File: src/hdl/abd_pkg.sv
// shared types, codes and a helper function for the archive block deobfuscator
// no dependencies; imported by abd_classifier and archive_block_deobfuscator
package abd_pkg;

  // decode mode register codes
  localparam logic [1:0] MODE_PLAIN  = 2'd0;
  localparam logic [1:0] MODE_HEADER = 2'd1;
  localparam logic [1:0] MODE_MIXED  = 2'd2;

  // register indexes on the configuration port
  localparam logic CFG_DECODE_MODE  = 1'b0;
  localparam logic CFG_ENTRY_LENGTH = 1'b1;

  localparam int unsigned LEN_W = 31;
  localparam int unsigned GAP_W = 5;

  // per-block result code
  typedef enum logic [1:0] {
    ACT_PLAIN   = 2'd0,
    ACT_DES     = 2'd1,
    ACT_SHUFFLE = 2'd2
  } action_t;

  // decimal thresholds for the digit count of a 31-bit length
  localparam logic [LEN_W-1:0] POW10 [9] = '{
    31'd10, 31'd100, 31'd1000, 31'd10000, 31'd100000,
    31'd1000000, 31'd10000000, 31'd100000000, 31'd1000000000
  };

  // des gap from the decimal digit count of the entry length
  function automatic logic [GAP_W-1:0] gap_of_length(input logic [LEN_W-1:0] len);
    logic [3:0]       digits;
    logic [GAP_W-1:0] gap;
    digits = 4'd1;
    for (int k = 0; k < 9; k++) begin
      if (len >= POW10[k]) begin
        digits = digits + 4'd1;
      end
    end
    if (digits < 4'd3) begin
      gap = 5'd1;
    end else if (digits < 4'd5) begin
      gap = {1'b0, digits} + 5'd1;
    end else if (digits < 4'd7) begin
      gap = {1'b0, digits} + 5'd9;
    end else begin
      gap = {1'b0, digits} + 5'd15;
    end
    return gap;
  endfunction

endpackage

File: src/hdl/abd_unshuffle.sv
// byte de-shuffle: fixed byte permutation plus a symmetric swap on byte 7
// no dependencies
module abd_unshuffle (
  input  logic [63:0] din,
  output logic [63:0] dout
);

  // symmetric value swap for the top byte
  function automatic logic [7:0] swap_value(input logic [7:0] v);
    logic [7:0] r;
    case (v)
      8'h00:   r = 8'h2B;
      8'h2B:   r = 8'h00;
      8'h01:   r = 8'h68;
      8'h68:   r = 8'h01;
      8'h48:   r = 8'h77;
      8'h77:   r = 8'h48;
      8'h60:   r = 8'hFF;
      8'hFF:   r = 8'h60;
      8'h6C:   r = 8'h80;
      8'h80:   r = 8'h6C;
      8'hB9:   r = 8'hC0;
      8'hC0:   r = 8'hB9;
      8'hEB:   r = 8'hFE;
      8'hFE:   r = 8'hEB;
      default: r = v;
    endcase
    return r;
  endfunction

  // out bytes 0..6 take in bytes 3,4,6,0,1,2,5
  assign dout[7:0]   = din[31:24];
  assign dout[15:8]  = din[39:32];
  assign dout[23:16] = din[55:48];
  assign dout[31:24] = din[7:0];
  assign dout[39:32] = din[15:8];
  assign dout[47:40] = din[23:16];
  assign dout[55:48] = din[47:40];
  assign dout[63:56] = swap_value(din[63:56]);

endmodule

File: src/hdl/abd_classifier.sv
// block classifier: buffer counters and per-block action decision
// depends on abd_pkg
module abd_classifier #(
  parameter int unsigned HEADER_BLOCKS = 20,
  parameter int unsigned BC_W          = 5
) (
  input  logic                       clk,
  input  logic                       rst_n,
  input  logic                       step,
  input  logic                       first,
  input  logic [1:0]                 mode,
  input  logic [abd_pkg::GAP_W-1:0]  gap,
  output abd_pkg::action_t           action
);
  import abd_pkg::*;

  logic [BC_W-1:0]  block_count_r, block_count_nxt, bc_eff;
  logic [GAP_W-1:0] des_phase_r, des_phase_nxt, dp_eff;
  logic [2:0]       plain_phase_r, plain_phase_nxt, pp_eff;
  logic             plain_seen_r, plain_seen_nxt, ps_eff;
  logic [GAP_W:0]   dp_sum;
  logic             in_header;
  logic             des_hit;
  logic             plain_step;

  // a first-block mark restarts every counter before this block
  assign bc_eff = first ? '0 : block_count_r;
  assign dp_eff = first ? '0 : des_phase_r;
  assign pp_eff = first ? '0 : plain_phase_r;
  assign ps_eff = first ? 1'b0 : plain_seen_r;

  assign in_header = bc_eff < BC_W'(HEADER_BLOCKS);
  assign des_hit   = dp_eff == '0;

  // action decision per mode; unused mode code behaves as plain
  always_comb begin
    action     = ACT_PLAIN;
    plain_step = 1'b0;
    unique case (mode)
      MODE_HEADER: begin
        if (in_header) begin
          action = ACT_DES;
        end
      end
      MODE_MIXED: begin
        if (in_header || des_hit) begin
          action = ACT_DES;
        end else begin
          plain_step = 1'b1;
          if (ps_eff && pp_eff == 3'd0) begin
            action = ACT_SHUFFLE;
          end
        end
      end
      default: begin
        action = ACT_PLAIN;
      end
    endcase
  end

  // counter next values
  assign dp_sum = {1'b0, dp_eff} + (GAP_W + 1)'(1);
  always_comb begin
    block_count_nxt = in_header ? bc_eff + BC_W'(1) : bc_eff;
    des_phase_nxt   = (dp_sum >= {1'b0, gap}) ? '0 : dp_sum[GAP_W-1:0];
    plain_phase_nxt = pp_eff;
    plain_seen_nxt  = ps_eff;
    if (plain_step) begin
      plain_seen_nxt  = 1'b1;
      plain_phase_nxt = (pp_eff >= 3'd6) ? 3'd0 : pp_eff + 3'd1;
    end
  end

  // counters advance once per classified block
  always_ff @(posedge clk) begin
    if (!rst_n) begin
      block_count_r <= '0;
      des_phase_r   <= '0;
      plain_phase_r <= '0;
      plain_seen_r  <= 1'b0;
    end else if (step) begin
      block_count_r <= block_count_nxt;
      des_phase_r   <= des_phase_nxt;
      plain_phase_r <= plain_phase_nxt;
      plain_seen_r  <= plain_seen_nxt;
    end
  end

endmodule

File: src/hdl/archive_block_deobfuscator.sv
// archive block deobfuscator, top level: config registers, input and result stages
// depends on abd_pkg, abd_classifier, abd_unshuffle
// a block passes the registered input stage and then the registered result stage
// before its result transaction; a full result stage holds while out_tready is low
// throughput: one block per cycle unless out_tready stalls; counters update per moved block
// reset (synchronous, rst_n low): both stages empty, counters zero, plain mode, gap of length zero
module archive_block_deobfuscator #(
  parameter int unsigned HEADER_BLOCKS = 20
) (
  input  logic                      clk,
  input  logic                      rst_n,
  // input channel
  input  logic                      in_tvalid,
  output logic                      in_tready,
  input  logic [63:0]               in_tdata,   // block_data
  input  logic                      in_tuser,   // first_block
  // result channel
  output logic                      out_tvalid,
  input  logic                      out_tready,
  output logic [63:0]               out_tdata,  // result_data
  output logic [1:0]                out_tuser,  // action
  // configuration write channel
  input  logic                      cfg_valid,
  output logic                      cfg_ready,
  input  logic                      cfg_index,
  input  logic [abd_pkg::LEN_W-1:0] cfg_data
);
  import abd_pkg::*;

  localparam int unsigned BC_W = $clog2(HEADER_BLOCKS + 1);

  logic [1:0]       decode_mode_r;
  logic [GAP_W-1:0] gap_r;
  logic             s1_valid_r;
  logic [63:0]      s1_data_r;
  logic             s1_first_r;
  logic             out_valid_r;
  logic [63:0]      out_data_r;
  action_t          out_action_r;
  logic             out_free;
  logic             s1_move;
  action_t          action;
  logic [63:0]      shuffled;
  logic [63:0]      result_nxt;

  // configuration writes; the des gap is derived once when the length is written
  assign cfg_ready = 1'b1;
  always_ff @(posedge clk) begin
    if (!rst_n) begin
      decode_mode_r <= MODE_PLAIN;
      gap_r         <= gap_of_length('0);
    end else if (cfg_valid && cfg_ready) begin
      unique case (cfg_index)
        CFG_DECODE_MODE:  decode_mode_r <= cfg_data[1:0];
        CFG_ENTRY_LENGTH: gap_r         <= gap_of_length(cfg_data);
        default:          decode_mode_r <= decode_mode_r;
      endcase
    end
  end

  // stage handshakes
  assign out_free  = !out_valid_r || out_tready;
  assign s1_move   = s1_valid_r && out_free;
  assign in_tready = !s1_valid_r || out_free;

  // input stage
  always_ff @(posedge clk) begin
    if (!rst_n) begin
      s1_valid_r <= 1'b0;
    end else if (in_tready) begin
      s1_valid_r <= in_tvalid;
    end
  end

  always_ff @(posedge clk) begin
    if (in_tvalid && in_tready) begin
      s1_data_r  <= in_tdata;
      s1_first_r <= in_tuser;
    end
  end

  // classification and de-shuffle
  abd_classifier #(
    .HEADER_BLOCKS (HEADER_BLOCKS),
    .BC_W          (BC_W)
  ) u_classifier (
    .clk    (clk),
    .rst_n  (rst_n),
    .step   (s1_move),
    .first  (s1_first_r),
    .mode   (decode_mode_r),
    .gap    (gap_r),
    .action (action)
  );

  abd_unshuffle u_unshuffle (
    .din  (s1_data_r),
    .dout (shuffled)
  );

  assign result_nxt = (action == ACT_SHUFFLE) ? shuffled : s1_data_r;

  // result stage
  always_ff @(posedge clk) begin
    if (!rst_n) begin
      out_valid_r <= 1'b0;
    end else if (out_free) begin
      out_valid_r <= s1_valid_r;
    end
  end

  always_ff @(posedge clk) begin
    if (s1_move) begin
      out_data_r   <= result_nxt;
      out_action_r <= action;
    end
  end

  assign out_tvalid = out_valid_r;
  assign out_tdata  = out_data_r;
  assign out_tuser  = out_action_r;

endmodule
File: config.mk
export PLATFORM = sky130hd
export DESIGN_NAME = archive_block_deobfuscator
export DESIGN_NICKNAME = d
export VERILOG_FILES = /design/src/hdl/abd_pkg.sv /design/src/hdl/abd_unshuffle.sv /design/src/hdl/abd_classifier.sv /design/src/hdl/archive_block_deobfuscator.sv
export SDC_FILE = /design/constraint.sdc
export NUM_CORES = 1
export LEC_CHECK = 0
export BUFFER_PORTS_ARGS = -buffer_cell sky130_fd_sc_hd__buf_2
export CAP_MARGIN = 10
export CELL_PAD_IN_SITES_DETAIL_PLACEMENT = 0
export CELL_PAD_IN_SITES_GLOBAL_PLACEMENT = 1
export CORE_MARGIN = 2
export CORE_UTILIZATION = 24
export DETAILED_ROUTE_END_ITERATION = 16
export PLACE_DENSITY = 0.51
export SYNTH_ARGS = -nofsm -noshare
export SYNTH_HDL_FRONTEND = slang
export SYNTH_SLANG_ARGS = --single-unit
File: constraint.sdc
create_clock -name clk -period 8.75 [get_ports clk]
set_input_delay 0.4375 -clock clk [delete_from_list [all_inputs] [get_ports clk]]
set_output_delay 0.4375 -clock clk [all_outputs]
set_load 0.005 [all_outputs]
==> After elaboration in Yosys (flattened, before gate mapping) <==
Cells that the tools add are included.
W data, S select, Z words.
{ "op_classes": {"order_cmp": 15, "add_sub_neg": 14, "n_bitwise": 1, "n_reduce_logical": 13, "eq_ne": 16, "n_mux": 56} }
{ "op_table": {"columns": ["op", "n"], "rows": [
  ["$mux W4", 35],
  ["$pmux W8 S14", 1],
  ["$mux W64", 1],
  ["$eq A8 B8 Y1 const B", 6],
  ["$eq A8 B7 Y1 const B", 5],
  ["$mux W5", 7],
  ["$add A4 B1 Y4 const B", 8],
  ["$ge A31 B10 Y1 const B", 1],
  ["$ge A31 B14 Y1 const B", 1],
  ["$ge A31 B17 Y1 const B", 1],
  ["$ge A31 B20 Y1 const B", 1],
  ["$ge A31 B24 Y1 const B", 1],
  ["$ge A31 B27 Y1 const B", 1],
  ["$ge A31 B30 Y1 const B", 1],
  ["$ge A31 B4 Y1 const B", 1],
  ["$ge A31 B7 Y1 const B", 1],
  ["$add A4 B4 Y5 const B", 2],
  ["$mux W3", 3],
  ["$eq A8 B1 Y1 const B", 1],
  ["$eq A8 B6 Y1 const B", 1],
  ["$logic_not A8 Y1", 1],
  ["$lt A4 B3 Y1 const B", 2],
  ["$add A5 B1 Y6 const B", 1],
  ["$ge A6 B5 Y1", 1],
  ["other kinds (18)", 31]
]} }
{ "totals": {"ff_bits": 154, "input_bits": 102, "output_inout_bits": 69, "elab_cells": 127} }

==> Longest topological paths before layout <==
Gate-level depths: netlist of run 1.
{ "depth": {"word_depth": 49, "mapped_depth": 32, "ltp_nobuf": 31} }

==> Cells and area by module <==
A second synthesis of run 1 with hierarchy kept.
{ "hier_totals": {"cells_unflattened": 675, "hier_area_um2": 8358.0} }
{ "modules_own_cells": {"columns": ["mod", "cells_each", "seq_area_each_um2", "area_per_inst_um2", "n_inst"], "rows": [
  ["archive_block_deobfuscator", 426, 4113.9, 6392.4, 1],
  ["abd_classifier", 122, 280.3, 1023.5, 1],
  ["abd_unshuffle", 127, 0.0, 942.2, 1]
]} }

==> Worst setup path before layout of run 1 <==
OpenSTA, ideal clock, no wires.
{ "synth_timing": {"kind": "in2reg", "start": "in cfg_data[28] (netlist bit)", "end": "reg gap_r[2]", "path_stages": 31, "arrival_time_ns": 6.279, "setup_slack_ns": 2.338, "required_time_ns": 8.617, "path_buffers": 1, "cell_sequence": "or4_4 or3_1 buf_6 nor2_1 and4_1 nand3_1 inv_1 fa_1 xor2_4 inv_1 nand2_1 xnor2_1 ha_1 nor2b_1 a211o_1 xnor2_1 nand2_1 o21a_1 ha_1 inv_1 a211oi_1 mux2i_1 xor2_1 nand4_1 xnor2_2 nand3_1 o21ai_0 ha_1 and2b_1 mux2i_1 a41oi_2"} }
{ "synth_between": {"elab_chain_cells": 49, "word_cells_on_any_way": 62, "classes_between": "add/sub (11); order compare (12); mux (39)"} }
{ "synth_lines": {"columns": ["item", "line", "source"], "rows": [
  ["start, declared", "archive_block_deobfuscator.sv:26", "input logic [abd_pkg::LEN_W-1:0] cfg_data"],
  ["$ge A31 B4 Y1", "abd_pkg.sv:36", "if (len >= POW10[k]) begin"],
  ["$mux W2", "abd_pkg.sv:36", null],
  ["$mux W4", "archive_block_deobfuscator.sv:53", "unique case (cfg_index)"],
  ["$mux W4", "archive_block_deobfuscator.sv:52", "end else if (cfg_valid && cfg_ready) begin"],
  ["$mux W4", "archive_block_deobfuscator.sv:49", "if (!rst_n) begin"],
  ["$add A4 B1 Y4", "abd_pkg.sv:37", "digits = digits + 4'd1;"],
  ["$mux W4", "abd_pkg.sv:36", null],
  ["$mux W4", "archive_block_deobfuscator.sv:53", null],
  ["[... 33 more ...]", null, null],
  ["$mux W4 *", "abd_pkg.sv:36", null],
  ["$mux W4 *", "archive_block_deobfuscator.sv:53", null],
  ["$mux W4 *", "archive_block_deobfuscator.sv:52", null],
  ["$mux W4 *", "archive_block_deobfuscator.sv:49", null],
  ["$add A4 B4 Y5, or another cell as far along", "abd_pkg.sv:47", "gap = {1'b0, digits} + 5'd15;"],
  ["$mux W5", "abd_pkg.sv:44", "end else if (digits < 4'd7) begin"],
  ["$mux W5", "abd_pkg.sv:42", "end else if (digits < 4'd5) begin"],
  ["$mux W5 *", "abd_pkg.sv:40", "if (digits < 4'd3) begin"],
  ["end signal, assigned", "archive_block_deobfuscator.sv:51", "gap_r <= gap_of_length('0);"],
  ["end signal, assigned", "archive_block_deobfuscator.sv:55", "CFG_ENTRY_LENGTH: gap_r <= gap_of_length(cfg_data);"],
  ["end, declared", "archive_block_deobfuscator.sv:33", "logic [GAP_W-1:0] gap_r;"]
]} }
Every way passes the cells marked *; elsewhere a longest branch is shown, timed or not. The select of a mux whose other input is x is not followed.
A chain may end at the register's enable or synchronous reset.

==> Worst setup path in the final report of run 1 <==
Same ends and word-level chain as after synthesis.

==> results.md, run 1 <==
- Root Driver: clkbuf_16
- Critical setup path kind: input pin to flop
- Crit. Startpoint: cfg_data[28]
- Row count: 65
- Via count: 5605
- PD cells: 179 nW/um^2
- Required time of the critical path: 9.04 ns
- Inserted Diodes: 0
- # H-tree levels: 4
- Leak: 3.81 nW
- Fill count: 3267
- Gpl congestion: 0.766
- Main flop type after synthesis: edfxtp_1
- Peak Freq: 148 MHz
- # hold bufs at CTS: 0
- Detailed Place HPWL: 12900 um
- Critical path fanouts, max: 8
- Clk sinks: 154
- First-pass GRT wire length: 28800 um
- Mean post-synth cell area: 10.7 sq um
- #FFs+latches synth: 154
- Clock Skew: 0.0132 ns
- Router iterations before antenna repair: 5
- Crit-path slowest cell: or4_4
- Die Height: 182 um
- Remaining Overflow, GRT: 0
- Synth Net Count: 829
- Status: complete, no violations
- Slowest Stage Delay on Critical Path: 0.56 ns
- Vias in the first global route: 5324
- Post-DRT Antenna Nets: 0
- Worst VDD drop: 0.118 mV
- DR iter-0 viols: 326
- Critical Path Source Type: input pin
- Die area: 33000 sq um
- Unique masters post-synth: 78
- Drt wl/cell: 14.3 um
- RSZ-0062 raised after global routing: false
- Area leader, netlist: edfxtp_1
- Via-to-Cell Ratio: 4.36
- Worst slew margin: 36.3%
- Final setup viols: 0
- FF-to-FF Start: s1_first_r
- Hold path start: in_tdata[23]
- Slew Limit Fails: 0
- Ys Warns: 0
- Clock Latency Late Sink: 0.43 ns
- Crit path capture type: flop
- Multi-input gate area: 2990 sq um
- Number of flops mapped to enable cells by yosys: 131
- Post-CTS resize count: 0
- Drt total wl: 18400 um
- Sequential area share after synthesis: 58.0%
- Async SR Flop Fraction: 0%
- IO buf count: 169
- Fin crit share: 77.0%
- Crit path DAT: 7.02 ns
- Area grow syn2layout: 24.3%
- Tmin final: 6.73 ns
- Total track usage: 11.3%
- CTS tree: yes
- Hold Crit Class: input pin to flop
- Setup TNS: 0 ns
- Max-cap check violation count: 0
- Largest cells by area after synthesis: edfxtp_1 52%, nand2_1 10%, dfxtp_1 6.1%, ha_1 3.5%, nor2b_1 1.9%
- Non-Filler Instances: 1286
- Io pins: 171
- Inst Count DP: 1254
- DRC: 0
- Core area: 31300 sq um
- Top cell type's share of synthesized area: 52.0%
- Mapped Area: 7570 sq um
- Post-CTS Repair Setup Buffers: 0
- Total Nets Final: 995
- Layout cell share with drive strength beyond 1: 26.0%
- Initial Util: 24.2%
- Worst slew pin tran: 0.950 ns
- Worst-path clk slew: 0.07 ns
- Largest net degree at the start of global routing: 71
- Final Hold Viols: 0
- Synth cell count leaders: 209 x nand2_1, 131 x edfxtp_1, 29 x nor2_1, 23 x dfxtp_1, 23 x nor2b_1
- Initial antenna violation count: 0
- Die span in x: 182 um
- Bufs on Longest Clock Path: 2
- Count leader, synth: nand2_1
- Gate Count Post-Synth: 705
- Register Area: 4390 sq um
- CTS Buf Count: 17
-- stage by stage --
step | area (sq um) | power, W | setup slack [ns] | utilization, % | hold WS, ns
finish | 9410 | 0.00169 | 2.02 | 30.0 | 0.183
global route | 9410 | 0.00176 | 1.42 | 30.0 | 0.151
CTS | 9410 | 0.00172 | 2.00 | 30.0 | 0.153
detailed placement | 8840 | 0.000991 | 1.53 | 28.2 | 0.486
global placement | 8840 | 0.000992 | 1.72 | 28.2 | 0.477
floorplan | 7570 | 0.000927 | 2.34 | - | 0.453
-- logic make-up after synthesis --
logic type,Yosys count,synth area share [%]
compound gates,112,10.4
xor+xnor,20,3.32
fa+ha+maj,23,3.87
buf+inv,48,2.58
flops,154,58.0
mux,7,1.02
other cells,1,0.0495
simple gates,340,20.7
-- flip-flops by register name, summed over array words and instances (netlist names) --
register and cells:
u_classifier.plain_phase_r 3, s1_data_r 64, gap_r 5, u_classifier.block_count_r 5
s1_valid_r 1, decode_mode_r 2, out_tuser 2, out_tdata 64
u_classifier.plain_seen_r 1, u_classifier.des_phase_r 5, out_tvalid 1, s1_first_r 1
-- cell usage in the layout, fill, tap and decap left out, types with 4 or more instances in the layout --
cell type   synthesis  final
nand2_1           209    209
xnor2_1             7      7
buf_2               0    169
dfxtp_1            23     23
and3_1              5      5
ha_1               21     21
buf_4               2      4
nand4_1             7      7
inv_1              22     20
mux2i_1             4      4
clkbuf_16           0     17
or3_1               6      5
clkinvlp_4          0      4
nand3_1            11     11
a21oi_1            22     22
xor2_1              6      6
and2_1              7      6
a31oi_1            11     11
o21a_1              6      6
or4_1               4      4
nand2b_1            6      6
a211o_1             4      4
a211oi_1            4      4
nor2b_1            23     23
edfxtp_1          131    131
a21o_1              7      7
nor3_1              8      8
clkinv_4            0      4
nor2_1             29     29
a22oi_1             7      7
o21ai_0            18     18
-- metal layers --
| metal | GRT usage [%] | up-vias | part of all wire [%] |
|---|---|---|---|
| met5 | 0 | - | 0 |
| met3 | 2.29 | 22 | 3.9 |
| met1 | 14.3 | 2592 | 46 |
| met4 | 4.46 | 0 | 1.8 |
| li1 | - | 2840 | - |
| met2 | 19.0 | 151 | 49 |
-- power by group --
part,total (W),switching [W],internal (W)
logic,0.000118,0.0000678,0.0000498
clock network,0.000715,0.000317,0.000397
registers,0.000855,0.0000171,0.000838
total,0.00169,0.000402,0.00128
-- critical path: cells and delay by family --
family          cells  cell delay, ns
compound gates      5            0.91
xor+xnor            5            1.22
fa+ha+maj           4            1.15
buf+inv             4            0.38
mux                 2            0.42
simple gates       11            2.48
-- path summary, 6_finish.rpt --
path	cells after the start	endpoint	slack, ns
setup / recovery	31	gap_r[2]	2.02
hold / removal	1	s1_data_r[23]	0.18
setup reg to reg	10	out_tdata[61]	5.19
hold reg to reg	2	u_classifier.block_count_r[1]	0.49
-- cell type report --
type / count / share of cell area, %
Clock buffer: 18 / 4.56
Multi-Input combinational cell: 503 / 31.7
Timing Repair Buffer: 173 / 9.31
Clock inverter: 14 / 1.48
Inverter: 22 / 0.878
Sequential cell: 154 / 46.7
Tap cell: 402 / 5.35
Note: power is estimated with default switching activity, not from simulation.
==> run 2, diff against run 1 <==
ABC_AREA = 1   (was not set)
PLACE_DENSITY = 0.52   (was 0.51)
clock period = 6.8 ns   (was 8.75 ns; I/O delays follow)
==> run 2 against run 1 <==
- first-iteration DRC count grew 25%
- clock skew decreased by 0.0010 ns
- sequential power is 29% higher
- combinational power rose by 42%
- highest routed layer is now met5
==> results.md, run 2 <==
- Remaining Overflow, GRT: 0 (unchanged)
- Row count: 66 (was 65)
- Required time of the critical path: 7.10 ns (was 9.04 ns)
- Worst slew pin tran: 0.868 ns (was 0.950 ns)
- Detailed Place HPWL: 14300 um (was 12900 um)
- Core area: 32500 sq um (was 31300 sq um)
- Mean post-synth cell area: 9.12 sq um (was 10.7 sq um)
- # H-tree levels: 4 (unchanged)
- Ys Warns: 0 (unchanged)
- Main flop type after synthesis: edfxtp_1 (unchanged)
- Largest net degree at the start of global routing: 60 (was 71)
- Clock Latency Late Sink: 0.42 ns (was 0.43 ns)
- Synth cell count leaders: 189 x nand2_1, 135 x inv_1, 131 x edfxtp_1, 74 x o21ai_0, 70 x nor2_1 (was 209 x nand2_1, 131 x edfxtp_1, 29 x nor2_1, 23 x dfxtp_1, 23 x nor2b_1)
- DRC: 0 (unchanged)
- CTS tree: yes (unchanged)
- Die Height: 185 um (was 182 um)
- Fin crit share: 69.5%
- Crit path DAT: 5.02 ns (was 7.02 ns)
- Largest cells by area after synthesis: edfxtp_1 50%, nand2_1 9.0%, inv_1 6.4%, dfxtp_1 5.8%, o21ai_0 4.7% (was edfxtp_1 52%, nand2_1 10%, dfxtp_1 6.1%, ha_1 3.5%, nor2b_1 1.9%)
- Status: complete, no violations (unchanged)
- IO buf count: 169 (unchanged)
- Hold Crit Class: input pin to flop (unchanged)
- Most common cell after layout, fill and taps aside: nand2_1 (unchanged)
- Drt total wl: 19400 um (was 18400 um)
- Io pins: 171 (unchanged)
- RSZ-0062 raised after global routing: false (unchanged)
- First-pass GRT wire length: 30600 um (was 28800 um)
- Power Total: 0.00220 W (was 0.00169 W)
- Via-to-Cell Ratio: 4.10 (was 4.36)
- Via count: 6140 (was 5605)
- # hold bufs at CTS: 0 (unchanged)
- DR top layer: met5 (was met4)
- Post-DRT Antenna Nets: 0 (unchanged)
- Total Nets Final: 1164 (was 995)
- Tmin final: 4.72 ns
- Post-CTS Repair Setup Buffers: 0 (unchanged)
- Register-to-register setup slack: 3.52 ns (was 5.19 ns)
- Async SR Flop Fraction: 0% (unchanged)
- Fin Hold WS: 0.0856 ns (was 0.183 ns)
- Setup TNS: 0 ns (unchanged)
- Gpl congestion: 0.823 (was 0.766)
- Crit-path slowest cell: fa_1 (was or4_4)
- Sequential area share after synthesis: 55.8% (was 58.0%)
- Initial Util: 24.3% (was 24.2%)
- Routed wl met3: 688 um (was 719 um)
- Slew Limit Fails: 0 (unchanged)
- Peak Freq: 212 MHz
- Bufs on Longest Clock Path: 2 (unchanged)
- Final setup viols: 0 (unchanged)
- Fill count: 3471 (was 3267)
- Met1 wire length: 8610 um (was 8420 um)
- Area grow syn2layout: 24.8% (was 24.3%)
- Final Hold Viols: 0 (unchanged)
- Critical Path Source Type: input pin (unchanged)
- Router iterations before antenna repair: 4 (was 5)
- Layout cell share with drive strength beyond 1: 26.4% (was 26.0%)
- Compound-cell area share of the yosys netlist: 8.69% (was 10.4%)
- Crit path capture type: flop (unchanged)
- Clock Skew: 0.0122 ns (was 0.0132 ns)
- #FFs+latches synth: 154 (unchanged)
- PD cells: 223 nW/um^2 (was 179 nW/um^2)
- Die area: 34300 sq um (was 33000 sq um)
- Count leader, synth: nand2_1 (unchanged)
- Largest family of logic cells by synthesized area: simple AND/OR/NAND/NOR gates (unchanged)
- Die span in x: 185 um (was 182 um)
- Mapped Area: 7880 sq um (was 7570 sq um)
- Gate Count Post-Synth: 864 (was 705)
- Total track usage: 11.4% (was 11.3%)
- Critical Path Most Common Cell: inv_1
- Commonest cells after routing, fill and taps aside: 189 x nand2_1, 169 x buf_2, 134 x inv_1 (was 209 x nand2_1, 169 x buf_2, 131 x edfxtp_1)
- CTS Buf Count: 17 (unchanged)
- Critical setup path kind: input pin to flop (unchanged)
- Number of flops mapped to enable cells by yosys: 131 (unchanged)
- Mux cell area share after synthesis: 0% (was 1.02%)
- Unique masters post-synth: 48 (was 78)
- Post-Synth XOR/XNOR Area: 0.762% (was 3.32%)
- Max-cap check violation count: 0 (unchanged)
- Clk sinks: 154 (unchanged)
- Area leader, netlist: edfxtp_1 (unchanged)
- Slowest Stage Delay on Critical Path: 0.45 ns (was 0.56 ns)
- Worst VDD drop: 0.161 mV (was 0.118 mV)
- Worst-path clk slew: 0.07 ns (about the same)
- Adder-cell share of the synthesized area: 3.59% (was 3.87%)
- Post-CTS resize count: 0 (unchanged)
- Synth Net Count: 988 (was 829)
- DP Worst Slack: 1.60 ns (was 1.53 ns)
- Met2 WL: 9650 um (was 8940 um)
- Initial antenna violation count: 4 (was 0)
- DR iter-0 viols: 408 (was 326)
- Drt wl/cell: 12.9 um (was 14.3 um)
- Top cell type's share of synthesized area: 49.9% (was 52.0%)
- Simple-gate area share of the yosys netlist: 23.2% (was 20.7%)
- Worst slew margin: 42.1% (was 36.3%)
- Leak: 4.30 nW (was 3.81 nW)
- Final WS setup: 2.08 ns (was 2.02 ns)
- Root Driver: clkbuf_16 (unchanged)
- Vias in the first global route: 6029 (was 5324)
- Critical path fanouts, max: 6 (was 8)
- Fin util: 30.3% (was 30.0%)
## run 2: report_power, final
part / internal, W / switching, W / total, W / leakage (nW)
Clock: 0.000519 / 0.000415 / 0.000933 / 0.286
Sequential: 0.00108 / 0.0000173 / 0.00110 / 1.44
Combinational: 0.0000630 / 0.000104 / 0.000167 / 2.58
Total: 0.00166 / 0.000536 / 0.00220 / 4.30
## run 2: cells by family (layout without fill, tap and decap cells)
group                    count (synthesis)  in the layout
AND/OR/NAND/NOR                        393            393
buffers and inverters                  166            355
flip-flops                             154            154
AO/OA/AOI/OAI                          122            122
adder cells (fa/ha/maj)                 22             22
XOR/XNOR                                 6              6
other                                    1              3
## run 2: worst paths after layout
| check | from | end | depth (start not counted) |
|---|---|---|---|
| max reg2reg | s1_first_r | out_tdata[58] | 12 |
| min | in_tdata[21] | s1_data_r[21] | 1 |
| min reg2reg | u_classifier.plain_phase_r[0] | u_classifier.plain_phase_r[0] | 2 |
| max | cfg_data[28] | gap_r[4] | 37 |
## run 2: worst max-delay path: cells and delay by family
kind,cells,cell delay (ns)
AOI/OAI and AO/OA,3,0.53
xor gates and xnor gates,1,0.24
buffers and inverters,9,0.68
adders and majority gates,5,1.39
and+or+nand+nor,19,1.84
## run 2: per-stage QoR
| stage | cells | area [sq um] |
|---|---|---|
| floorplan | 864 | 7880 |
| global placement | 1463 | 9250 |
| detailed placement | 1463 | 9250 |
| CTS | 1495 | 9830 |
| global route | 1497 | 9830 |
| finish | 1497 | 9830 |
## run 2: layout make-up
type | count | area (sq um) | share of cell area (%)
multi-input cells | 544 | 2870 | 29.1
clock inverters | 15 | 151 | 1.54
diodes | 2 | 5.00 | 0.0509
repair buffers | 173 | 876 | 8.91
well taps | 442 | 553 | 5.62
clock buffers | 17 | 425 | 4.33
inverters | 150 | 563 | 5.73
flip-flops and latches | 154 | 4390 | 44.7
## run 2: per-layer routing
layer | GRT usage [%] | up-vias
li1 | - | 3203
met1 | 13.4 | 2787
met2 | 20.6 | 118
met3 | 2.12 | 28
met4 | 4.32 | 4
met5 | 0 | -
